**src/design/vbqe_pkg.sv**
```systemverilog
package vbqe_pkg;

  // Field widths
  localparam int COORD_W   = 4;
  localparam int CFG_W     = 5;
  localparam int CFG_IDX_W = 2;
  localparam int CORNER_W  = 13;
  localparam int DIR_W     = 3;
  localparam int TOTAL_W   = 15;
  localparam int STEP_W    = 5;

  localparam logic [TOTAL_W-1:0] TOTAL_MAX = '1;

  // Configuration register indexes
  localparam logic [CFG_IDX_W-1:0] REG_GRID_WIDTH  = 2'd0;
  localparam logic [CFG_IDX_W-1:0] REG_GRID_HEIGHT = 2'd1;
  localparam logic [CFG_IDX_W-1:0] REG_GRID_DEPTH  = 2'd2;

  // Request function codes
  localparam logic FUNC_WRITE = 1'b0;
  localparam logic FUNC_EMIT  = 1'b1;

  // Face directions
  localparam logic [DIR_W-1:0] DIR_NZ = 3'd0;
  localparam logic [DIR_W-1:0] DIR_PZ = 3'd1;
  localparam logic [DIR_W-1:0] DIR_NY = 3'd2;
  localparam logic [DIR_W-1:0] DIR_PY = 3'd3;
  localparam logic [DIR_W-1:0] DIR_NX = 3'd4;
  localparam logic [DIR_W-1:0] DIR_PX = 3'd5;

  // Occupancy read / capture targets
  localparam logic [2:0] TGT_NONE   = 3'd0;
  localparam logic [2:0] TGT_CENTER = 3'd1;
  localparam logic [2:0] TGT_NZ     = 3'd2;
  localparam logic [2:0] TGT_PZ     = 3'd3;
  localparam logic [2:0] TGT_NY     = 3'd4;
  localparam logic [2:0] TGT_PY     = 3'd5;
  localparam logic [2:0] TGT_NX     = 3'd6;
  localparam logic [2:0] TGT_PX     = 3'd7;

  // Index arithmetic steps
  localparam logic [1:0] CALC_NONE = 2'd0;
  localparam logic [1:0] CALC_T    = 2'd1;
  localparam logic [1:0] CALC_S    = 2'd2;
  localparam logic [1:0] CALC_SUM  = 2'd3;

  // Result emission
  localparam logic [1:0] EM_NONE  = 2'd0;
  localparam logic [1:0] EM_FACE  = 2'd1;
  localparam logic [1:0] EM_BLANK = 2'd2;

  // Jump conditions
  localparam logic [1:0] JC_NEXT   = 2'd0;
  localparam logic [1:0] JC_ALWAYS = 2'd1;
  localparam logic [1:0] JC_WRITE  = 2'd2;
  localparam logic [1:0] JC_NOQUAD = 2'd3;

  // Program steps
  localparam logic [STEP_W-1:0] ST_IDLE     = 5'd0;
  localparam logic [STEP_W-1:0] ST_DISPATCH = 5'd1;
  localparam logic [STEP_W-1:0] ST_RD_NZ    = 5'd2;
  localparam logic [STEP_W-1:0] ST_RD_PZ    = 5'd3;
  localparam logic [STEP_W-1:0] ST_RD_NY    = 5'd4;
  localparam logic [STEP_W-1:0] ST_RD_PY    = 5'd5;
  localparam logic [STEP_W-1:0] ST_RD_NX    = 5'd6;
  localparam logic [STEP_W-1:0] ST_RD_PX    = 5'd7;
  localparam logic [STEP_W-1:0] ST_CAP_PX   = 5'd8;
  localparam logic [STEP_W-1:0] ST_CHECK    = 5'd9;
  localparam logic [STEP_W-1:0] ST_FACE0    = 5'd10;
  localparam logic [STEP_W-1:0] ST_FACE5    = 5'd15;
  localparam logic [STEP_W-1:0] ST_BLANK    = 5'd16;

  typedef struct packed {
    logic              take;
    logic              wr;
    logic [2:0]        rd;
    logic [2:0]        cap;
    logic [1:0]        calc;
    logic [1:0]        emit;
    logic [DIR_W-1:0]  face;
    logic [1:0]        jc;
    logic [STEP_W-1:0] target;
  } ucode_t;

  typedef struct packed {
    logic accept;
    logic is_write;
    logic no_quad;
    logic hold;
  } stat_t;

  // Control store
  function automatic ucode_t ucode_rom(input logic [STEP_W-1:0] step);
    ucode_t u;
    u = '0;
    case (step) inside
      ST_IDLE: begin
        u.take = 1'b1;
      end
      ST_DISPATCH: begin
        u.wr     = 1'b1;
        u.rd     = TGT_CENTER;
        u.calc   = CALC_T;
        u.jc     = JC_WRITE;
        u.target = ST_IDLE;
      end
      ST_RD_NZ: begin
        u.rd   = TGT_NZ;
        u.cap  = TGT_CENTER;
        u.calc = CALC_S;
      end
      ST_RD_PZ: begin
        u.rd   = TGT_PZ;
        u.cap  = TGT_NZ;
        u.calc = CALC_SUM;
      end
      ST_RD_NY: begin
        u.rd  = TGT_NY;
        u.cap = TGT_PZ;
      end
      ST_RD_PY: begin
        u.rd  = TGT_PY;
        u.cap = TGT_NY;
      end
      ST_RD_NX: begin
        u.rd  = TGT_NX;
        u.cap = TGT_PY;
      end
      ST_RD_PX: begin
        u.rd  = TGT_PX;
        u.cap = TGT_NX;
      end
      ST_CAP_PX: begin
        u.cap = TGT_PX;
      end
      ST_CHECK: begin
        u.jc     = JC_NOQUAD;
        u.target = ST_BLANK;
      end
      [ST_FACE0:ST_FACE5]: begin
        u.emit = EM_FACE;
        u.face = DIR_W'(step - ST_FACE0);
        if (step == ST_FACE5) begin
          u.jc     = JC_ALWAYS;
          u.target = ST_IDLE;
        end
      end
      ST_BLANK: begin
        u.emit   = EM_BLANK;
        u.jc     = JC_ALWAYS;
        u.target = ST_IDLE;
      end
      default: begin
        u.jc     = JC_ALWAYS;
        u.target = ST_IDLE;
      end
    endcase
    return u;
  endfunction

endpackage

```
**src/design/vbqe_seq.sv**
```systemverilog
module vbqe_seq import vbqe_pkg::*; (
  input  logic   clk,
  input  logic   rst,
  input  stat_t  stat,
  output ucode_t ctrl
);

  logic [STEP_W-1:0] step;
  logic [STEP_W-1:0] step_next;

  assign ctrl = ucode_rom(step);

  // Step counter with conditional jumps
  always_comb begin
    step_next = step + 1'b1;
    if (stat.hold) begin
      step_next = step;
    end else if (ctrl.take) begin
      if (!stat.accept) step_next = step;
    end else begin
      case (ctrl.jc)
        JC_NEXT:   step_next = step + 1'b1;
        JC_ALWAYS: step_next = ctrl.target;
        JC_WRITE:  if (stat.is_write) step_next = ctrl.target;
        JC_NOQUAD: if (stat.no_quad) step_next = ctrl.target;
        default:   step_next = ST_IDLE;
      endcase
    end
  end

  always_ff @(posedge clk) begin
    if (rst) step <= ST_IDLE;
    else     step <= step_next;
  end

  a_wait_in_idle: assert property (@(posedge clk) disable iff (rst)
    (ctrl.take && !stat.accept) |=> (step == ST_IDLE))
    else $error("sequencer left idle without a request");

  a_hold_on_emit: assert property (@(posedge clk) disable iff (rst)
    stat.hold |-> (ctrl.emit != EM_NONE))
    else $error("hold outside an emit step");

endmodule

```
**config.mk**
```make
export PLATFORM = sky130hd
export DESIGN_NAME = vbqe_seq
export DESIGN_NICKNAME = d
export VERILOG_FILES = /design/src/design/vbqe_pkg.sv /design/src/design/vbqe_seq.sv
export SDC_FILE = /design/constraint.sdc
export NUM_CORES = 1
export LEC_CHECK = 0
export ABC_AREA = 1
export BUFFER_PORTS_ARGS = -buffer_cell sky130_fd_sc_hd__buf_2
export CAP_MARGIN = 25
export CORE_MARGIN = 4
export CORE_UTILIZATION = 43
export DETAILED_ROUTE_END_ITERATION = 16
export GPL_TIMING_DRIVEN = 0
export PLACE_DENSITY = 0.77
export SLEW_MARGIN = 15
export SYNTH_ARGS = -nofsm -noshare
export SYNTH_HDL_FRONTEND = slang
export SYNTH_SLANG_ARGS = --single-unit
```
**constraint.sdc**
```tcl
create_clock -name clk -period 2.5 [get_ports clk]
set_clock_uncertainty 0.15 [all_clocks]
set_input_delay 0.625 -clock clk [delete_from_list [all_inputs] [get_ports clk]]
set_output_delay 0.625 -clock clk [all_outputs]
set_load 0.01 [all_outputs]
```
==> results of run 1 <==
==> what timing repair did <==
| action | in CTS | in global routing |
|---|---|---|
| setup endpoints to repair | 13 | 12 |
| pin swaps | 1 | 12 |
| resized for setup | 18 | 29 |
| buffers inserted | 0 | 7 |
==> worst max-delay path, delay by kind of cell, from the launching register on <==
kind / cells / cell delay [ns]
simple gates: 3 / 0.37
flops: 1 / 0.37
compound gates: 2 / 0.28
fa+ha+maj: 1 / 0.17
buf+inv: 3 / 0.29
==> where the power goes <==
| part | internal, µW | total [µW] | leakage, µW | switching, µW |
|---|---|---|---|---|
| clock network | 60.4 | 94.1 | 0.0000150 | 33.7 |
| logic | 289 | 709 | 0.000669 | 420 |
| registers | 104 | 146 | 0.0000433 | 42.6 |
| total | 453 | 949 | 0.000727 | 496 |
==> cell usage in the layout, fill, tap and decap left out, types with 3 or more instances in the layout <==
| master | instances |
|---|---|
| clkbuf_4 | 3 |
| a21oi_1 | 6 |
| nand3_2 | 3 |
| nor2_1 | 10 |
| buf_4 | 11 |
| ha_4 | 3 |
| ha_1 | 4 |
| inv_2 | 7 |
| inv_4 | 4 |
| nand2_4 | 5 |
| nand2_2 | 10 |
| inv_1 | 18 |
| nand2_1 | 15 |
| o21ai_0 | 3 |
| buf_2 | 23 |
| nor2_4 | 8 |
| nand3_1 | 8 |
| conb_1 | 4 |
==> path summary, 6_finish.rpt <==
kind,end,cells after the start,start,slack (ns)
hold reg to reg,step[0],3,step[0],0.45
setup reg to reg,step[2],11,step[1],0.56
hold / removal,step[0],3,step[0],0.45
setup / recovery,ctrl[14],9,step[1],-0.004
==> final cells by class <==
class                           instances  area [µm²]
Timing Repair Buffer                   30         168
Fill cell                             158         538
Inverter                               30         124
Sequential cell                         5         110
Clock buffer                            4        26.3
Buffer                                  5        41.3
Multi-Input combinational cell         96         726
Tap cell                               25        31.3
==> metal layers <==
layer	up-vias	GRT usage
met5	-	0
met4	0	0.0873
met3	2	0.0115
met2	23	0.305
met1	441	0.170
li1	487	-
==> per-stage QoR <==
stage          area, µm²  utilization
2_1_floorplan        836            -
3_3_place_gp         982        0.557
3_5_place_dp         982        0.557
4_1_cts             1060        0.600
5_1_grt             1230        0.695
6_report            1230        0.695
==> cell families (layout without fill, tap and decap cells) <==
family | count (synthesis) | after routing
other | 1 | 4
flip-flops | 5 | 5
AND/OR/NAND/NOR | 64 | 64
XOR/XNOR | 1 | 1
adder cells (fa/ha/maj) | 7 | 7
buffers and inverters | 35 | 69
AO/OA/AOI/OAI | 20 | 20
==> impl_results.md, run 1 <==
- Biggest register: step
- Hold Violations, Final: 0
- Yosys reg bits: 5
- Violated checks: setup timing
- Synth Area in Compound Gates: 0.165
- Power Dens Cells: around 770 nW/µm²
- Worst setup SP type: register
- Root Driver: clkbuf_4
- Worst setup EP type: output pin
- Post-Synth Adder-Cell Area: 0.106
- Pre-Repair DR Iteration Count: 4
- Num Clock Sinks: 5
- Status: complete, but fails checks
- Total CTS buffers: 3
- Overflow after GRT: 0
- Non-filler cells, final: around 200
- Tmin final: 2.50 ns
- # Max-Cap Violations: 0
- Seq/Total Area, Yosys: 0.121
- Mapped cell area: 825 µm²
- Critical path required time: roughly 1.7 ns
- Simple-gate share of the synthesized area: 0.404
- Core ar.: 1760 µm²
- Hold_buf cts: 0
- Initial antenna violation count: 0
- Via-to-Cell Ratio: just under 5
- M1 wire length: 909 µm
- HP Class: register to register
- Final Power: between 900 and 1000 µW
- Global-route wire length before repair: about 3300 µm
- Met3 wire length: approximately 77 µm
- Crit share post-route: 1.00
- Synth warn: 0
- Inst Count DP: 184
- Residual DRC count: 0
- Synth top area cells: dfxtp_1, ha_1, inv_1, nand2_1, nor2_1
- # port buffers: 23
- Mapped Cells: 133
- Commonest cells in the netlist: inv_1, nand2_1, nor2_1, nand3_1
- CTS tree: yes
- Largest family of logic cells by synthesized area: simple AND/OR/NAND/NOR gates
- Routability cong.: 0.825
- Syn Area/Cell: 6.20 µm²
- Top Ports: 28
- Max IR drop VDD: 523 µV
- Wire per inst: around 12 µm
- Die width: roughly 52 µm
- Vias post-DR: approximately 950
- Initial Utilization: 0.467
- Top sig layer: met4
- CP max FO: 5
- Post-synthesis cell type count: 29
- Max Freq: approximately 400 MHz
- Overall routed net length: between 2000 and 2500 µm
- Layout cells sized above 1: 0.547
- Final Max Slew Viols: 0
- Slowest stage delay, CP: approximately 0.37 ns
- Worst path most repeated cell: inv_4
- Max reg flops: 5
- Hold slack: approximately 0.45 ns
- Largest net degree at the start of global routing: 8
- Layout area overhead: 48.7%
- Area leader, netlist: dfxtp_1
- Crit-path cells: inv_4, ha_4, inv_4, nor2_4, nand2_4, nand2_2, a21oi_2, a211oi_2, buf_2
- HPWL Detailed: between 1500 and 2000 µm
- Count leader, synth: inv_1
- Setup Viol. Count Final: 1
- Worst setup path category: register to output pin
- Leakage: about 0.00073 µW
- Worst setup margin: -0.00371 ns
- Reg clk slew, reported paths: approximately 0.05 ns
- Place WS: ~0.068 ns
- GRT Overall Usage: 0.159
- FP Rows: 15
- Die Footprint: 2680 µm²
- Number of global-route vias before repair: 860
- # diodes: 0
- CTS max path bufs: 2
- Xor/xnor share of the synthesized area: 0.0106
- Post-synth EDFFs: 0
- Arrival time at the worst endpoint: about 1.7 ns
- DIE HEIGHT: roughly 52 µm
- Clk Latency, worst-skew pair: roughly 0.24 ns
- Ys flop type: dfxtp_1
- Initial detailed-routing violation count: 5
- ANT nets after route: 0
- Critical path's slowest cell: dfxtp_4
- Largest registers: step (5)
- Sum of negative setup slack: -0.00371 ns
- Routed wl met2: roughly 1300 µm
- Post-synth top area share: 0.121
- Proportion of synthesized area in mux cells: 0
- H-Tree Level Count: 1
- Post-synth ARST share: 0
- Fin nets: ~180
- RSZ-0062 raised after global routing: true
(Power assumes the default switching activity.)
==> inputs of run 2 (changes only) <==
- ABC_AREA: 1 -> not set
- SLEW_MARGIN: 15 -> not set
==> run 2 against run 1 <==
Compared with the run above: the flow still finishes with violations (setup timing); sequential power shrank 35%; combinational power shrank 58%; non-clock buffer count grew 13; critical path depth shrank 1; synthesized area shrank 2.4%; clock power is essentially flat; sequential share of layout area shrank 0.27 points; total power shrank 48%; core utilization grew 1.2 points; via count shrank 3.4%; setup slack lost 0.64 ns; critical path type unchanged.
==> impl_results.md, run 2 <==
- Final Max Slew Viols: 0
- RSZ-0062 raised after global routing: true
- Crit share post-route: 1.26
- Global-route wire length before repair: approximately 3800 µm
- Vias post-DR: roughly 920
- Max Freq: between 300 and 400 MHz
- Leakage: 0.000580 µW
- Post-synth EDFFs: 0
- Post-synth top area share: 0.124
- ANT nets after route: 0
- Hold Violations, Final: 0
- Worst Hold Depth: 2
- Residual DRC count: 0
- Largest net degree at the start of global routing: 11
- Setup Viol. Count Final: 10
- Ys flop type: dfxtp_1
- Initial Utilization: 0.461
- Biggest register: step
- Worst setup SP type: register
- Initial detailed-routing violation count: 9
- Post-synthesis cell type count: 44
- Worst setup EP type: output pin
- Worst Tran Pin Value: between 0.5 and 0.6 ns
- Seq/Total Area, Yosys: 0.124
- Max reg flops: 5
- Core ar.: between 1500 and 2000 µm²
- Slew margin rel.: 0.606
- HP Class: input pin to register
- Syn Area/Cell: ~7.4 µm²
- CP max FO: 4
- Largest registers: step (5)
- Most Used Layer, Global Route: met2
- Post-synth ARST share: 0
- Reg clk slew, reported paths: 0.05 ns
- # diodes: 0
- CTS max path bufs: 2
- M1 GR Usage: 0.222
- Commonest cells after routing, fill and taps aside: buf_2, buf_4, nor2_1
- Top Ports: 28
- Violated checks: setup timing
- Layout cells sized above 1: 0.510
- Max IR drop VDD: around 350 µV
- Worst reg-to-reg path cell count: 12
- Tmin final: roughly 3.1 ns
- Mapped cell area: just over 800 µm²
- Met3 GRT Util: 0.0204
- Fin nets: 165
- Worst setup path category: register to output pin
- Mapped Cells: approximately 110
- Reg2Reg Setup Slack: roughly 0.06 ns
- Critical path required time: 1.73 ns
- Hold_buf cts: 0
- Wire per inst: ~13 µm
- H-Tree Level Count: 1
- Overflow after GRT: 0
- GRT Overall Usage: 0.186
- Overall routed net length: roughly 2300 µm
- Inst Count DP: 159
- FP Rows: 15
- # port buffers: 23
- Synth warn: 0
- Root Driver: clkbuf_4
- HPWL Detailed: 1550 µm
- # Max-Cap Violations: 0
- Initial antenna violation count: 0
- Non-filler cells, final: about 180
- Worst setup margin: -0.642 ns
- DIE HEIGHT: slightly above 50 µm
- Via-to-Cell Ratio: 5.23
- Yosys reg bits: 5
- Area leader, netlist: dfxtp_1
- Status: complete, but fails checks
- Commonest cells in the netlist: nor2_1, inv_1, ha_1, nor3_1
- Num Clock Sinks: 5
- Die width: ~50 µm
- Power Dens Cells: a little under 400 nW/µm²
- Number of global-route vias before repair: a little under 900
- Layout area overhead: 53.5%
- Most common cell after layout, fill and taps aside: buf_2
- Pre-Repair DR Iteration Count: 4
- Clk Latency, worst-skew pair: about 0.25 ns
- Util after Layout: 0.708
- CTS tree: yes
- Arrival time at the worst endpoint: 2.37 ns
- Synth top area cells: dfxtp_1, ha_1, nor2_1, mux2i_1, a211oi_1
- Count leader, synth: nor2_1
- Die Footprint: roughly 2600 µm²
- Routability cong.: approximately 0.87
- Total CTS buffers: 3
- GRT met2 Usage: 0.333
run 2: logic make-up after synthesis:
family	Yosys count	synth area share
simple gates	38	0.261
compound gates	29	0.292
buf+inv	22	0.134
fa+ha+maj	7	0.109
mux	5	0.0638
flops	5	0.124
other cells	1	0.00466
xor+xnor	1	0.0109
run 2: worst paths after layout:
path / startpoint / end
max reg2reg: step[0] / step[4]
min: rst / step[0]
max: step[0] / ctrl[8]
min reg2reg: step[1] / step[1]
run 2: area by class of cell:
| type | count | area [µm²] |
|---|---|---|
| Clock inverter | 1 | 5.00 |
| Timing Repair Buffer | 38 | 260 |
| Fill cell | 151 | 510 |
| Inverter | 10 | 47.5 |
| Buffer | 10 | 65.1 |
| Multi-Input combinational cell | 84 | 696 |
| Tap cell | 25 | 31.3 |
| Sequential cell | 5 | 108 |
| Clock buffer | 3 | 22.5 |
run 2: what timing repair did:
item                       CTS  global route
setup endpoints to repair   12            17
pin swaps                    6            11
setup buffers               10             6
gates resized for setup     12            17
run 2: worst max-delay path, stage by stage, from the launching register on:
cell and delay, ns:
dfxtp_4 0.36, buf_6 0.12, ha_4 0.15, or4_4 0.55
a31oi_4 0.20, o21ai_2 0.09, or3_4 0.43, nor2_4 0.12
buf_6 0.10
run 2: where the power goes:
part / total, µW / switching, µW / internal [µW]
logic: 301 / 138 / 162
clock network: 93.8 / 35.8 / 58.0
registers: 94.8 / 9.22 / 85.6
run 2: layer usage:
| metal | routed length, µm | share of wire | up-vias |
|---|---|---|---|
| met3 | 40 | 0.017 | 0 |
| met5 | 0 | 0 | - |
| met4 | 0 | 0 | 0 |
| met2 | 1230 | 0.53 | 11 |
| li1 | - | - | 465 |
| met1 | 1060 | 0.45 | 445 |
run 2: stage by stage:
stage | TNS [ns] | power, µW | instance area [µm²] | hold WS (ns) | worst slack (ns)
2_1_floorplan | -1.32 | 241 | 865 | 0.424 | -0.346
3_3_place_gp | -2.10 | 281 | 1010 | 0.467 | -0.506
3_5_place_dp | -2.14 | 285 | 1010 | 0.476 | -0.518
4_1_cts | -3.64 | 443 | 1150 | 0.443 | -0.685
5_1_grt | -4.94 | 524 | 1230 | 0.455 | -0.719
6_report | -3.95 | 489 | 1230 | 0.452 | -0.642
==> inputs of run 3 (changes only) <==
- ABC_AREA: not set -> 1
- MAX_ROUTING_LAYER: not set -> met4
- PLACE_DENSITY: 0.77 -> 0.7
==> run 3 against run 2 <==
Compared with the run above: the flow still finishes with violations (setup timing); fmax grew 25%; via count is the same; die area grew 2.1%; register-to-register slack gained 0.57 ns; total power grew 99%; core utilization grew 0.74 points; critical path type unchanged.
==> impl_results.md, run 3 (synthesis gave the netlist of run 1 again) <==
- Switch share: 0.523
- HP Class: register to register
- Internal power: between 400 and 500 µW
- Arrival time at the worst endpoint: around 1.7 ns
- Setup Viol. Count Final: 2
- Violated checks: setup timing
- Layout cells sized above 1: 0.563
- Power Dens Cells: about 770 nW/µm²
- Worst setup margin: -0.0176 ns
- Most common cell after layout, fill and taps aside: buf_2
- Global-route wire length before repair: between 3000 and 4000 µm
- H-Tree Level Count: 1
- Wire per inst: ~12 µm
- Critical path required time: 1.73 ns
- Core ar.: ~1800 µm²
- Max reg flops: 5
- Final Max Slew Viols: 0
- # Max-Cap Violations: 0
- # diodes: 0
- Clk pwr share: 0.099
- Largest net degree at the start of global routing: 8
- Leakage: 0.000760 µW
- Initial antenna violation count: 0
- Number of global-route vias before repair: approximately 830
- Worst setup EP type: output pin
- Routability cong.: about 0.84
- Total CTS buffers: 3
- Commonest cells after routing, fill and taps aside: buf_2, inv_1, nand2_1
- Max IR drop VDD: about 540 µV
- Fin nets: between 150 and 200
- Die width: approximately 52 µm
- Residual DRC count: 0
- ANT nets after route: 0
- Reg clk slew, reported paths: about 0.040 ns
- CP max FO: 5
- Biggest register: step
- Largest registers: step (5)
- Final Power: 972 µW
- Status: complete, but fails checks
- Via-to-Cell Ratio: roughly 4.6
- Worst setup SP type: register
- Max Freq: a little under 400 MHz
- HPWL Detailed: ~1600 µm
- FP Rows: 15
- Root Driver: clkbuf_4
- Top Ports: 28
- Crit share post-route: 1.01
- Pre-Repair DR Iteration Count: 4
- Num Clock Sinks: 5
- Place WS: approximately 0.056 ns
- Combinational power share: 0.749
- Clk Latency, worst-skew pair: roughly 0.25 ns
- CTS max path bufs: 2
- Vias post-DR: 921
- Worst setup path category: register to output pin
- # port buffers: 23
- Initial detailed-routing violation count: 7
- CTS tree: yes
- # fillers: about 160
- Initial Utilization: 0.467
- Reg2Reg Setup Slack: roughly 0.63 ns
- Switch Pwr: 508 µW
- Layout area overhead: 53.0%
- Die Footprint: 2680 µm²
- Util after Layout: 0.715
- Tmin final: about 2.5 ns
- GRT Overall Usage: 0.164
- Hold Violations, Final: 0
- DIE HEIGHT: ~52 µm
- RSZ-0062 raised after global routing: true
- Overall routed net length: 2380 µm
- Reg power frac: 0.152
- Overflow after GRT: 0
[run 3: cell count changes in the layout (fill, tap and decap cells not counted), moves of 4 or more]
cell      before  now
inv_2          0   10
nand2_2        0    9
buf_6          7    1
nand3_1        2    8
nor3_1         5    0
nand2_4        0    5
mux2i_1        4    0
nand2_1        1   16
a211oi_1       5    1
inv_1          8   17
a21oi_1        2    6
[run 3: what timing repair did]
action / 4_1_cts / 5_1_grt
endpoints found under the setup margin: 13 / 11
pin swaps: 3 / 16
resized for setup: 26 / 22
setup buffers: 0 / 11
hold buffers: 0 / 0
[run 3: per-stage QoR]
stage                     cell area [µm²]    TNS (ns)  cells  hold slack, ns
final                                1260     -0.0326    199           0.458
after global routing                 1260      -0.449    199           0.488
after CTS                            1100  -0.0000323    188           0.430
after detailed placement              982           0    184           0.477
after global placement                982           0    184           0.474
after floorplan                       836           0    136           0.427
[run 3: path summary, 6_finish.rpt]
kind                            cells past startpoint     from       end
worst max-delay path                               10  step[1]  ctrl[17]
worst min-delay path                                3  step[0]   step[0]
worst max register to register                     13  step[1]   step[2]
worst min register to register                      3  step[0]   step[0]
[run 3: per-layer routing]
layer | vias to the layer above | track usage | wire length (µm)
met2 | 19 | 0.314 | 1330
li1 | 495 | - | -
met4 | 0 | 0.0524 | 21
met5 | - | - | 0
met1 | 405 | 0.179 | 956
met3 | 2 | 0.00860 | 70
[run 3: cell type report]
cell class / count / area (µm²) / share of cell area
Multi-Input combinational cell: 96 / 733 / 0.581
Clock buffer: 4 / 26.3 / 0.0208
Tap cell: 25 / 31.3 / 0.0248
Inverter: 30 / 121 / 0.0962
Sequential cell: 5 / 110 / 0.0873
Timing Repair Buffer: 34 / 198 / 0.157
Buffer: 5 / 41.3 / 0.0327
[run 3: worst max-delay path, cell delays in order, from the launching register on]
cell and delay, ns:
dfxtp_4 0.38, inv_4 0.09, ha_1 0.17, inv_2 0.05
nor2_4 0.19, nand2_4 0.11, nor2_4 0.12, inv_2 0.07
o31ai_2 0.07, a21o_1 0.12, buf_2 0.12
[run 3: power by group through the flow]
stage          registers, µW  clock network (µW)  logic (µW)
2_1_floorplan            118                   0         387
3_3_place_gp             123                   0         515
3_5_place_dp             124                   0         524
4_1_cts                  134                 101         597
5_1_grt                  153                 103         798
6_report                 148                96.6         728
