--- config.mk ---
export PLATFORM = sky130hd
export DESIGN_NAME = vbqe_dpath_flat
export DESIGN_NICKNAME = d
export VERILOG_FILES = /design/src/design/vbqe_pkg.sv /design/src/design/vbqe_if.sv /design/src/design/vbqe_dpath.sv /design/src/flat_wrapper.sv
export SDC_FILE = /design/constraint.sdc
export NUM_CORES = 1
export LEC_CHECK = 0
export ABC_AREA = 0
export BUFFER_PORTS_ARGS = -buffer_cell sky130_fd_sc_hd__buf_2
export CAP_MARGIN = 0
export CORE_UTILIZATION = 45
export DETAILED_ROUTE_END_ITERATION = 8
export PLACE_DENSITY = 0.73
export SYNTH_ARGS = -nofsm -noshare
export SYNTH_HDL_FRONTEND = slang
export SYNTH_SLANG_ARGS = --single-unit
--- constraint.sdc ---
create_clock -name clk -period 12.7 [get_ports clk]
set_clock_uncertainty 0.05 [all_clocks]
set_input_delay 2.54 -clock clk [delete_from_list [all_inputs] [get_ports clk]]
set_output_delay 2.54 -clock clk [all_outputs]
set_load 0.01 [all_outputs]
--- src/design/vbqe_pkg.sv ---
package vbqe_pkg;

  // Field widths
  localparam int COORD_W   = 4;
  localparam int CFG_W     = 5;
  localparam int CFG_IDX_W = 2;
  localparam int CORNER_W  = 13;
  localparam int DIR_W     = 3;
  localparam int TOTAL_W   = 15;
  localparam int STEP_W    = 5;

  localparam logic [TOTAL_W-1:0] TOTAL_MAX = '1;

  // Configuration register indexes
  localparam logic [CFG_IDX_W-1:0] REG_GRID_WIDTH  = 2'd0;
  localparam logic [CFG_IDX_W-1:0] REG_GRID_HEIGHT = 2'd1;
  localparam logic [CFG_IDX_W-1:0] REG_GRID_DEPTH  = 2'd2;

  // Request function codes
  localparam logic FUNC_WRITE = 1'b0;
  localparam logic FUNC_EMIT  = 1'b1;

  // Face directions
  localparam logic [DIR_W-1:0] DIR_NZ = 3'd0;
  localparam logic [DIR_W-1:0] DIR_PZ = 3'd1;
  localparam logic [DIR_W-1:0] DIR_NY = 3'd2;
  localparam logic [DIR_W-1:0] DIR_PY = 3'd3;
  localparam logic [DIR_W-1:0] DIR_NX = 3'd4;
  localparam logic [DIR_W-1:0] DIR_PX = 3'd5;

  // Occupancy read / capture targets
  localparam logic [2:0] TGT_NONE   = 3'd0;
  localparam logic [2:0] TGT_CENTER = 3'd1;
  localparam logic [2:0] TGT_NZ     = 3'd2;
  localparam logic [2:0] TGT_PZ     = 3'd3;
  localparam logic [2:0] TGT_NY     = 3'd4;
  localparam logic [2:0] TGT_PY     = 3'd5;
  localparam logic [2:0] TGT_NX     = 3'd6;
  localparam logic [2:0] TGT_PX     = 3'd7;

  // Index arithmetic steps
  localparam logic [1:0] CALC_NONE = 2'd0;
  localparam logic [1:0] CALC_T    = 2'd1;
  localparam logic [1:0] CALC_S    = 2'd2;
  localparam logic [1:0] CALC_SUM  = 2'd3;

  // Result emission
  localparam logic [1:0] EM_NONE  = 2'd0;
  localparam logic [1:0] EM_FACE  = 2'd1;
  localparam logic [1:0] EM_BLANK = 2'd2;

  // Jump conditions
  localparam logic [1:0] JC_NEXT   = 2'd0;
  localparam logic [1:0] JC_ALWAYS = 2'd1;
  localparam logic [1:0] JC_WRITE  = 2'd2;
  localparam logic [1:0] JC_NOQUAD = 2'd3;

  // Program steps
  localparam logic [STEP_W-1:0] ST_IDLE     = 5'd0;
  localparam logic [STEP_W-1:0] ST_DISPATCH = 5'd1;
  localparam logic [STEP_W-1:0] ST_RD_NZ    = 5'd2;
  localparam logic [STEP_W-1:0] ST_RD_PZ    = 5'd3;
  localparam logic [STEP_W-1:0] ST_RD_NY    = 5'd4;
  localparam logic [STEP_W-1:0] ST_RD_PY    = 5'd5;
  localparam logic [STEP_W-1:0] ST_RD_NX    = 5'd6;
  localparam logic [STEP_W-1:0] ST_RD_PX    = 5'd7;
  localparam logic [STEP_W-1:0] ST_CAP_PX   = 5'd8;
  localparam logic [STEP_W-1:0] ST_CHECK    = 5'd9;
  localparam logic [STEP_W-1:0] ST_FACE0    = 5'd10;
  localparam logic [STEP_W-1:0] ST_FACE5    = 5'd15;
  localparam logic [STEP_W-1:0] ST_BLANK    = 5'd16;

  typedef struct packed {
    logic              take;
    logic              wr;
    logic [2:0]        rd;
    logic [2:0]        cap;
    logic [1:0]        calc;
    logic [1:0]        emit;
    logic [DIR_W-1:0]  face;
    logic [1:0]        jc;
    logic [STEP_W-1:0] target;
  } ucode_t;

  typedef struct packed {
    logic accept;
    logic is_write;
    logic no_quad;
    logic hold;
  } stat_t;

  // Control store
  function automatic ucode_t ucode_rom(input logic [STEP_W-1:0] step);
    ucode_t u;
    u = '0;
    case (step) inside
      ST_IDLE: begin
        u.take = 1'b1;
      end
      ST_DISPATCH: begin
        u.wr     = 1'b1;
        u.rd     = TGT_CENTER;
        u.calc   = CALC_T;
        u.jc     = JC_WRITE;
        u.target = ST_IDLE;
      end
      ST_RD_NZ: begin
        u.rd   = TGT_NZ;
        u.cap  = TGT_CENTER;
        u.calc = CALC_S;
      end
      ST_RD_PZ: begin
        u.rd   = TGT_PZ;
        u.cap  = TGT_NZ;
        u.calc = CALC_SUM;
      end
      ST_RD_NY: begin
        u.rd  = TGT_NY;
        u.cap = TGT_PZ;
      end
      ST_RD_PY: begin
        u.rd  = TGT_PY;
        u.cap = TGT_NY;
      end
      ST_RD_NX: begin
        u.rd  = TGT_NX;
        u.cap = TGT_PY;
      end
      ST_RD_PX: begin
        u.rd  = TGT_PX;
        u.cap = TGT_NX;
      end
      ST_CAP_PX: begin
        u.cap = TGT_PX;
      end
      ST_CHECK: begin
        u.jc     = JC_NOQUAD;
        u.target = ST_BLANK;
      end
      [ST_FACE0:ST_FACE5]: begin
        u.emit = EM_FACE;
        u.face = DIR_W'(step - ST_FACE0);
        if (step == ST_FACE5) begin
          u.jc     = JC_ALWAYS;
          u.target = ST_IDLE;
        end
      end
      ST_BLANK: begin
        u.emit   = EM_BLANK;
        u.jc     = JC_ALWAYS;
        u.target = ST_IDLE;
      end
      default: begin
        u.jc     = JC_ALWAYS;
        u.target = ST_IDLE;
      end
    endcase
    return u;
  endfunction

endpackage

--- src/design/vbqe_if.sv ---
// Request channel: cell write or emit
interface vbqe_cmd_if import vbqe_pkg::*; ();
  logic               valid;
  logic               ready;
  logic               func;
  logic [COORD_W-1:0] cell_x;
  logic [COORD_W-1:0] cell_y;
  logic [COORD_W-1:0] cell_z;
  logic               occupied;

  modport source (output valid, func, cell_x, cell_y, cell_z, occupied, input ready);
  modport sink (input valid, func, cell_x, cell_y, cell_z, occupied, output ready);
endinterface

// Result channel: one quad (or one blank) per result
interface vbqe_quad_if import vbqe_pkg::*; ();
  logic                valid;
  logic                ready;
  logic [CORNER_W-1:0] corner_a;
  logic [CORNER_W-1:0] corner_b;
  logic [CORNER_W-1:0] corner_c;
  logic [CORNER_W-1:0] corner_d;
  logic [DIR_W-1:0]    face_dir;
  logic                face_valid;
  logic                last_face;
  logic [TOTAL_W-1:0]  total_faces;

  modport source (output valid, corner_a, corner_b, corner_c, corner_d, face_dir,
                  face_valid, last_face, total_faces, input ready);
  modport sink (input valid, corner_a, corner_b, corner_c, corner_d, face_dir,
                face_valid, last_face, total_faces, output ready);
endinterface

--- src/design/vbqe_dpath.sv ---
module vbqe_dpath import vbqe_pkg::*; #(
  parameter int MAX_WIDTH  = 16,
  parameter int MAX_HEIGHT = 16,
  parameter int MAX_DEPTH  = 16,
  parameter int AW         = 12
) (
  input  logic                 clk,
  input  logic                 rst,
  vbqe_cmd_if.sink             cmd,
  vbqe_quad_if.source          quad,
  input  logic                 cfg_write,
  input  logic [CFG_IDX_W-1:0] cfg_index,
  input  logic [CFG_W-1:0]     cfg_data,
  input  ucode_t               ctrl,
  output stat_t                stat,
  input  logic                 mem_ready,
  output logic [AW-1:0]        mem_addr,
  output logic                 mem_wr_en,
  output logic                 mem_wr_data,
  output logic                 mem_rd_en,
  input  logic                 mem_rd_data
);

  localparam logic [6:0] MW = 7'(MAX_WIDTH);
  localparam logic [6:0] MH = 7'(MAX_HEIGHT);
  localparam logic [6:0] MD = 7'(MAX_DEPTH);

  logic [CFG_W-1:0]    grid_width;
  logic [CFG_W-1:0]    grid_height;
  logic [CFG_W-1:0]    grid_depth;
  logic [CFG_W-1:0]    w, h, d;
  logic [CFG_W:0]      w1, hp1;

  logic                func_r, occ_r;
  logic [COORD_W-1:0]  x_r, y_r, z_r;
  logic [COORD_W:0]    xc, yc, zc;
  logic [COORD_W:0]    nx, ny, nz;

  logic                in_range, write_ok, rd_ok;
  logic [5:0]          edge_hit;
  logic [5:0]          side;
  logic                center_occ;
  logic [DIR_W-1:0]    rd_face, cap_face;

  logic [CORNER_W-1:0] t, s, o, sw, os, osw;
  logic [CORNER_W-1:0] ca, cb, cc, cd;

  logic                side_hit, is_last, place, hold, go;
  logic                out_valid;
  logic [TOTAL_W-1:0]  total, total_inc;

  // Configuration registers
  always_ff @(posedge clk) begin
    if (rst) begin
      grid_width  <= '0;
      grid_height <= '0;
      grid_depth  <= '0;
    end else if (cfg_write) begin
      case (cfg_index)
        REG_GRID_WIDTH:  grid_width  <= cfg_data;
        REG_GRID_HEIGHT: grid_height <= cfg_data;
        REG_GRID_DEPTH:  grid_depth  <= cfg_data;
        default: ;
      endcase
    end
  end

  // Grid size in use, limited to the store
  assign w   = ({2'b0, grid_width}  > MW) ? MW[CFG_W-1:0] : grid_width;
  assign h   = ({2'b0, grid_height} > MH) ? MH[CFG_W-1:0] : grid_height;
  assign d   = ({2'b0, grid_depth}  > MD) ? MD[CFG_W-1:0] : grid_depth;
  assign w1  = {1'b0, w} + 1'b1;
  assign hp1 = {1'b0, h} + 1'b1;

  // Request capture
  assign cmd.ready   = ctrl.take && mem_ready;
  assign stat.accept = cmd.valid && cmd.ready;

  always_ff @(posedge clk) begin
    if (stat.accept) begin
      func_r <= cmd.func;
      x_r    <= cmd.cell_x;
      y_r    <= cmd.cell_y;
      z_r    <= cmd.cell_z;
      occ_r  <= cmd.occupied;
    end
  end

  assign xc = {1'b0, x_r};
  assign yc = {1'b0, y_r};
  assign zc = {1'b0, z_r};

  assign in_range = (xc < w) && (yc < h) && (zc < d);
  assign write_ok = ({3'b0, x_r} < MW) && ({3'b0, y_r} < MH) && ({3'b0, z_r} < MD);

  // Grid boundary per side
  assign edge_hit[DIR_NZ] = (z_r == '0);
  assign edge_hit[DIR_PZ] = ((zc + 1'b1) == d);
  assign edge_hit[DIR_NY] = (y_r == '0);
  assign edge_hit[DIR_PY] = ((yc + 1'b1) == h);
  assign edge_hit[DIR_NX] = (x_r == '0);
  assign edge_hit[DIR_PX] = ((xc + 1'b1) == w);

  // Neighbor selection and cell address
  assign rd_face  = DIR_W'(ctrl.rd - TGT_NZ);
  assign cap_face = DIR_W'(ctrl.cap - TGT_NZ);

  always_comb begin
    nx    = xc;
    ny    = yc;
    nz    = zc;
    rd_ok = in_range && !edge_hit[rd_face];
    case (ctrl.rd)
      TGT_NONE:   rd_ok = 1'b0;
      TGT_CENTER: rd_ok = in_range;
      TGT_NZ:     nz = zc - 1'b1;
      TGT_PZ:     nz = zc + 1'b1;
      TGT_NY:     ny = yc - 1'b1;
      TGT_PY:     ny = yc + 1'b1;
      TGT_NX:     nx = xc - 1'b1;
      TGT_PX:     nx = xc + 1'b1;
      default:    rd_ok = 1'b0;
    endcase
  end

  assign mem_addr    = AW'(nx) + AW'(MAX_WIDTH) * (AW'(ny) + AW'(MAX_HEIGHT) * AW'(nz));
  assign mem_rd_en   = rd_ok;
  assign mem_wr_en   = ctrl.wr && stat.is_write && write_ok;
  assign mem_wr_data = occ_r;

  // Occupancy capture, one step after each read
  always_ff @(posedge clk) begin
    case (ctrl.cap)
      TGT_NONE:   ;
      TGT_CENTER: center_occ <= mem_rd_data;
      default:    side[cap_face] <= edge_hit[cap_face] || !mem_rd_data;
    endcase
  end

  assign stat.is_write = (func_r == FUNC_WRITE);
  assign stat.no_quad  = !in_range || !center_occ || (side == '0);

  // Vertex index arithmetic, at most one multiply level per step
  always_ff @(posedge clk) begin
    case (ctrl.calc)
      CALC_T: t <= CORNER_W'(y_r) + CORNER_W'(hp1) * CORNER_W'(z_r);
      CALC_S: begin
        s <= CORNER_W'(x_r) + CORNER_W'(w1) * t;
        o <= CORNER_W'(w1) * CORNER_W'(hp1);
      end
      CALC_SUM: begin
        sw  <= s + CORNER_W'(w1);
        os  <= o + s;
        osw <= o + s + CORNER_W'(w1);
      end
      default: ;
    endcase
  end

  // Quad corners in winding order
  always_comb begin
    case (ctrl.face)
      DIR_NZ:  begin ca = s;          cb = sw;         cc = sw + 1'b1;  cd = s + 1'b1;  end
      DIR_PZ:  begin ca = os;         cb = os + 1'b1;  cc = osw + 1'b1; cd = osw;       end
      DIR_NY:  begin ca = s;          cb = s + 1'b1;   cc = os + 1'b1;  cd = os;        end
      DIR_PY:  begin ca = sw;         cb = osw;        cc = osw + 1'b1; cd = sw + 1'b1; end
      DIR_NX:  begin ca = s;          cb = os;         cc = osw;        cd = sw;        end
      DIR_PX:  begin ca = s + 1'b1;   cb = sw + 1'b1;  cc = osw + 1'b1; cd = os + 1'b1; end
      default: begin ca = '0;         cb = '0;         cc = '0;         cd = '0;        end
    endcase
  end

  // Face present and last present face
  always_comb begin
    side_hit = 1'b0;
    is_last  = 1'b1;
    for (int i = 0; i < 6; i++) begin
      if (ctrl.face == DIR_W'(i)) side_hit = side[i];
      if ((DIR_W'(i) > ctrl.face) && side[i]) is_last = 1'b0;
    end
  end

  assign place     = ((ctrl.emit == EM_FACE) && side_hit) || (ctrl.emit == EM_BLANK);
  assign hold      = place && out_valid && !quad.ready;
  assign go        = place && !hold;
  assign stat.hold = hold;

  // Running face count, saturating
  assign total_inc = (total == TOTAL_MAX) ? total : total + 1'b1;

  always_ff @(posedge clk) begin
    if (rst) begin
      total <= '0;
    end else if (ctrl.wr && stat.is_write) begin
      total <= '0;
    end else if (go && (ctrl.emit == EM_FACE)) begin
      total <= total_inc;
    end
  end

  // Output register
  always_ff @(posedge clk) begin
    if (rst) begin
      out_valid <= 1'b0;
    end else if (go) begin
      out_valid <= 1'b1;
    end else if (quad.ready) begin
      out_valid <= 1'b0;
    end
  end

  always_ff @(posedge clk) begin
    if (go) begin
      if (ctrl.emit == EM_FACE) begin
        quad.corner_a    <= ca;
        quad.corner_b    <= cb;
        quad.corner_c    <= cc;
        quad.corner_d    <= cd;
        quad.face_dir    <= ctrl.face;
        quad.face_valid  <= 1'b1;
        quad.last_face   <= is_last;
        quad.total_faces <= total_inc;
      end else begin
        quad.corner_a    <= '0;
        quad.corner_b    <= '0;
        quad.corner_c    <= '0;
        quad.corner_d    <= '0;
        quad.face_dir    <= DIR_NZ;
        quad.face_valid  <= 1'b0;
        quad.last_face   <= 1'b1;
        quad.total_faces <= total;
      end
    end
  end

  assign quad.valid = out_valid;

  a_count_step: assert property (@(posedge clk) disable iff (rst)
    (go && (ctrl.emit == EM_FACE) && (total != TOTAL_MAX)) |=>
      (total == $past(total) + 1'b1))
    else $error("face count did not advance");

  a_blank_result: assert property (@(posedge clk) disable iff (rst)
    (go && (ctrl.emit == EM_BLANK)) |=>
      (quad.valid && !quad.face_valid && quad.last_face))
    else $error("blank result malformed");

endmodule

--- src/flat_wrapper.sv ---
// flat-port wrapper written by rule: the top's interface ports become plain ports
module vbqe_dpath_flat import vbqe_pkg::*;
#(
  parameter int MAX_WIDTH  = 16,
  parameter int MAX_HEIGHT = 16,
  parameter int MAX_DEPTH  = 16,
  parameter int AW         = 12
)
  (clk, rst, cfg_write, cfg_index, cfg_data, ctrl, stat, mem_ready, mem_addr, mem_wr_en, mem_wr_data, mem_rd_en, mem_rd_data, cmd_valid, cmd_func, cmd_cell_x, cmd_cell_y, cmd_cell_z, cmd_occupied, cmd_ready, quad_valid, quad_corner_a, quad_corner_b, quad_corner_c, quad_corner_d, quad_face_dir, quad_face_valid, quad_last_face, quad_total_faces, quad_ready);
  vbqe_cmd_if cmd_i ();
  vbqe_quad_if quad_i ();
  input  logic clk;
  input  logic rst;
  input  logic cfg_write;
  input  logic [CFG_IDX_W-1:0] cfg_index;
  input  logic [CFG_W-1:0] cfg_data;
  input  ucode_t ctrl;
  output stat_t stat;
  input  logic mem_ready;
  output logic [AW-1:0] mem_addr;
  output logic mem_wr_en;
  output logic mem_wr_data;
  output logic mem_rd_en;
  input  logic mem_rd_data;
  input wire logic [$bits(cmd_i.valid)-1:0] cmd_valid;
  input wire logic [$bits(cmd_i.func)-1:0] cmd_func;
  input wire logic [$bits(cmd_i.cell_x)-1:0] cmd_cell_x;
  input wire logic [$bits(cmd_i.cell_y)-1:0] cmd_cell_y;
  input wire logic [$bits(cmd_i.cell_z)-1:0] cmd_cell_z;
  input wire logic [$bits(cmd_i.occupied)-1:0] cmd_occupied;
  output wire logic [$bits(cmd_i.ready)-1:0] cmd_ready;
  output wire logic [$bits(quad_i.valid)-1:0] quad_valid;
  output wire logic [$bits(quad_i.corner_a)-1:0] quad_corner_a;
  output wire logic [$bits(quad_i.corner_b)-1:0] quad_corner_b;
  output wire logic [$bits(quad_i.corner_c)-1:0] quad_corner_c;
  output wire logic [$bits(quad_i.corner_d)-1:0] quad_corner_d;
  output wire logic [$bits(quad_i.face_dir)-1:0] quad_face_dir;
  output wire logic [$bits(quad_i.face_valid)-1:0] quad_face_valid;
  output wire logic [$bits(quad_i.last_face)-1:0] quad_last_face;
  output wire logic [$bits(quad_i.total_faces)-1:0] quad_total_faces;
  input wire logic [$bits(quad_i.ready)-1:0] quad_ready;
  assign cmd_i.valid = cmd_valid;
  assign cmd_i.func = cmd_func;
  assign cmd_i.cell_x = cmd_cell_x;
  assign cmd_i.cell_y = cmd_cell_y;
  assign cmd_i.cell_z = cmd_cell_z;
  assign cmd_i.occupied = cmd_occupied;
  assign cmd_ready = cmd_i.ready;
  assign quad_valid = quad_i.valid;
  assign quad_corner_a = quad_i.corner_a;
  assign quad_corner_b = quad_i.corner_b;
  assign quad_corner_c = quad_i.corner_c;
  assign quad_corner_d = quad_i.corner_d;
  assign quad_face_dir = quad_i.face_dir;
  assign quad_face_valid = quad_i.face_valid;
  assign quad_last_face = quad_i.last_face;
  assign quad_total_faces = quad_i.total_faces;
  assign quad_i.ready = quad_ready;
  vbqe_dpath #(.MAX_WIDTH(MAX_WIDTH), .MAX_HEIGHT(MAX_HEIGHT), .MAX_DEPTH(MAX_DEPTH), .AW(AW)) u_core (.clk(clk), .rst(rst), .cmd(cmd_i), .quad(quad_i), .cfg_write(cfg_write), .cfg_index(cfg_index), .cfg_data(cfg_data), .ctrl(ctrl), .stat(stat), .mem_ready(mem_ready), .mem_addr(mem_addr), .mem_wr_en(mem_wr_en), .mem_wr_data(mem_wr_data), .mem_rd_en(mem_rd_en), .mem_rd_data(mem_rd_data));
endmodule
==> results.sh <==
export IMPL_synth_seq_cells=199
export IMPL_grt_total_usage=0.214
export IMPL_synth_top_cells_by_count="edfxtp_1 (168), nor2_1 (132), ha_1 (131), nand2_1 (124), inv_1 (116)"
export IMPL_avgSynthCellArea_sq_um=9.92
export IMPL_min_to="u_core.grid_depth[1]"
export IMPL_crit_path_start_kind="primary input"
export IMPL_path_common_cell="buf_2"
export IMPL_drc_errors=0
export IMPL_synth_cell_types=79
export IMPL_vias_per_cell=5.68
export IMPL_coreArea_sq_um=34600
export IMPL_crit_path_max_incr_delay_ns=1.02
export IMPL_synthesis_area_sq_um=15900
export IMPL_crit_required_ns=10.11
export IMPL_worst_slew_pin_transition_ns=1.21
export IMPL_muxShareOfSynthArea=0.0439
export IMPL_cts_buffer_depth=2
export IMPL_ir_worst_vdd_mv=0.107
export IMPL_layout_drive_gt1_share=0.126
export IMPL_hold_worst_slack_ns=0.457
export IMPL_ant_nets=0
export IMPL_synthArstFlopShare=0
export IMPL_drtIter0Drc=1046
export IMPL_die_w_um=190
export IMPL_arrival_ns=5.28
export IMPL_power_density_nw_per_um2=115
export IMPL_hold_buffers=0
export IMPL_numPortBuffers=135
export IMPL_cap_violations=0
export IMPL_dr_wl_met3_um=2190
export IMPL_rr_endpoint="u_core.s[12]"
export IMPL_synth_top_family_by_area="adder cells"
export IMPL_antenna_found_initial=2
export IMPL_synth_top_cell_by_area="edfxtp_1"
export IMPL_holdCritStartpoint="u_core.grid_depth[1]"
export IMPL_cts_buffers=17
export IMPL_finalSetupViolCount=0
export IMPL_dieHeight_um=190
export IMPL_start_util=0.459
export IMPL_route_top_layer_used="met4"
export IMPL_cp_startpoint="ctrl[9]"
export IMPL_die_area_sq_um=36100
export IMPL_relSlewSlack=0.186
export IMPL_crit_fanout=44
export IMPL_area_delta_synth_final_pct=10.6
export IMPL_dr_wl_met2_um=18600
export IMPL_slew_violations=0
export IMPL_placed_cells=2151
export IMPL_wirelength_met1_um=16000
export IMPL_hold_violations=0
export IMPL_cp_end_kind="output pin"
export IMPL_yosysTopAreaCellShare=0.318
export IMPL_placementRows=68
export IMPL_status="finished clean"
export IMPL_hpwl_um=29000
export IMPL_post_cts_resized=0
export IMPL_synth_compound_area_share=0.120
export IMPL_finalSetupTns_ns=0
export IMPL_pin_count=143
export IMPL_routabilityCongestion=0.908
export IMPL_gr_total_overflow=0
export IMPL_min_period_ns=7.87
export IMPL_rr_worst_depth=20
export IMPL_post_cts_buffers=0
export IMPL_path_class="primary input to output pin"
export IMPL_fmax_mhz=127
export IMPL_cp_slowest_cell="nor2b_1"
export IMPL_synth_main_ff_cell="edfxtp_1"
export IMPL_ys_top_cells_by_area="edfxtp_1 (32%), ha_1 (10%), fa_1 (8.1%)"
export IMPL_yosysSeqAreaShare=0.357
export IMPL_min_path_type="flop to flop"
export IMPL_yosysWarnings=0
export IMPL_synthXorXnorAreaFrac=0.0866
export IMPL_wl_um=38000
export IMPL_post_drt_wl_per_cell_um=17.4
export IMPL_synthMostInstantiatedCell="edfxtp_1"
export IMPL_clk_pin_slew_ns=0.07
export IMPL_rsz0062_at_grt="false"
export IMPL_synth_simple_area_share=0.160
export IMPL_clockRootBuffer="clkbuf_16"
export IMPL_syn_inst=1601
export IMPL_cts_tree="built"
export IMPL_first_pass_iters=6
export IMPL_insertion_delay_ns=0.46
export IMPL_grt_pass1_vias=12000
export IMPL_vias=12400
export IMPL_cts_max_level=4
export IMPL_r2r_start="u_core.grid_width[4]"
export IMPL_p_leak_nw=7.31
export IMPL_fin_crit_sh=0.619
export IMPL_synth_fa_ha_area_frac=0.184
export IMPL_nets=1960
export IMPL_min_path_cells=2
export IMPL_fin_cells=2185
export IMPL_grt_pass1_wl_um=61300
export IMPL_synth_edf_count=168
export IMPL_clkSinkCount=199
export IMPL_grt_max_degree=77
export IMPL_reg2reg_slack_ns=6.47
export IMPL_critical_path_cell_chain="buf_2 > nor2b_1 > a221oi_1 > o2bb2ai_1 > o21ai_0 > buf_4 > inv_1 > nor2_1 > buf_2"
## routing by layer
layer / vias to the layer above / GRT usage
li1: 5902 / -
met1: 5994 / 0.276
met2: 443 / 0.361
met3: 76 / 0.0323
met4: 0 / 0.0862
met5: - / 0
## worst max-delay path: cells and delay by family
kind                   cells  cell delay [ns]
buffers and inverters      4             1.11
AOI/OAI and AO/OA          3             0.54
and+or+nand+nor            2             1.06
## report_power, final
group	internal, mW	switching, mW
Clock	0.259	0.269
Combinational	0.266	0.351
Sequential	0.798	0.0769
## registers in the layout (all words and copies together), names as in the netlist, 12 cells and up
register	count
u_core.s	13
u_core.quad.corner_d	13
u_core.os	13
u_core.total	15
u_core.quad.corner_b	13
u_core.quad.total_faces	15
u_core.quad.corner_c	13
u_core.osw	13
u_core.o	12
u_core.quad.corner_a	13
u_core.sw	13
## how the worst max path moves through the flow
stage	endpoint	slack, ns
after detailed placement	stat[0]	4.90
after floorplan	mem_addr[11]	5.26
after global routing	stat[0]	4.60
after CTS	stat[0]	4.90
final	stat[0]	4.83
after global placement	stat[0]	4.92
## cells by family (layout without fill, tap and decap cells)
| logic type | after synthesis | after routing |
|---|---|---|
| adders and majority gates | 195 | 195 |
| and+or+nand+nor | 509 | 509 |
| xor gates and xnor gates | 157 | 157 |
| DFF | 199 | 199 |
| buffers and inverters | 194 | 298 |
| other | 2 | 27 |
| AOI/OAI and AO/OA | 286 | 286 |
| muxes | 59 | 59 |
## cell type report
class	instances	area (sq um)
tap	455	569
antenna	2	5.00
sequential	199	5670
clock inverter	15	139
timing repair buffer	147	766
clock buffer	17	425
fill	3143	17100
multi-input combinational	1231	9550
inverter	119	447
## through the flow
stage	worst slack, ns	util	cell area (sq um)	total power, mW
final	4.83	0.507	17600	2.02
after global routing	4.60	0.507	17600	2.14
after CTS	4.90	0.507	17600	2.03
after detailed placement	4.90	0.491	17000	1.50
after global placement	4.92	0.491	17000	1.48
after floorplan	5.26	-	16000	1.33
## placed cells by master, fill, tap and decap left out, types with 14 or more instances in the layout
cell type  synthesis  final
and3_1            16     16
mux2i_1           36     36
nand4_1           27     27
and2_1            56     55
inv_1            116    116
nand2b_1          21     21
nor3_1            21     20
ha_1             131    131
xnor2_1          102    102
conb_1             2     25
fa_1              64     64
edfxtp_1         168    168
a21oi_1           87     87
dfxtp_1           31     31
nor2_1           132    131
xor2_1            55     55
nand3_1           47     47
a221oi_1          15     15
nand2_1          124    124
clkbuf_16          0     17
a222oi_1          15     15
buf_2              2    135
o21ai_0           48     48
mux2_2            16     16
nor2b_1           19     18
a21o_1            14     14
No activity file was read; power rests on OpenSTA's default activity.
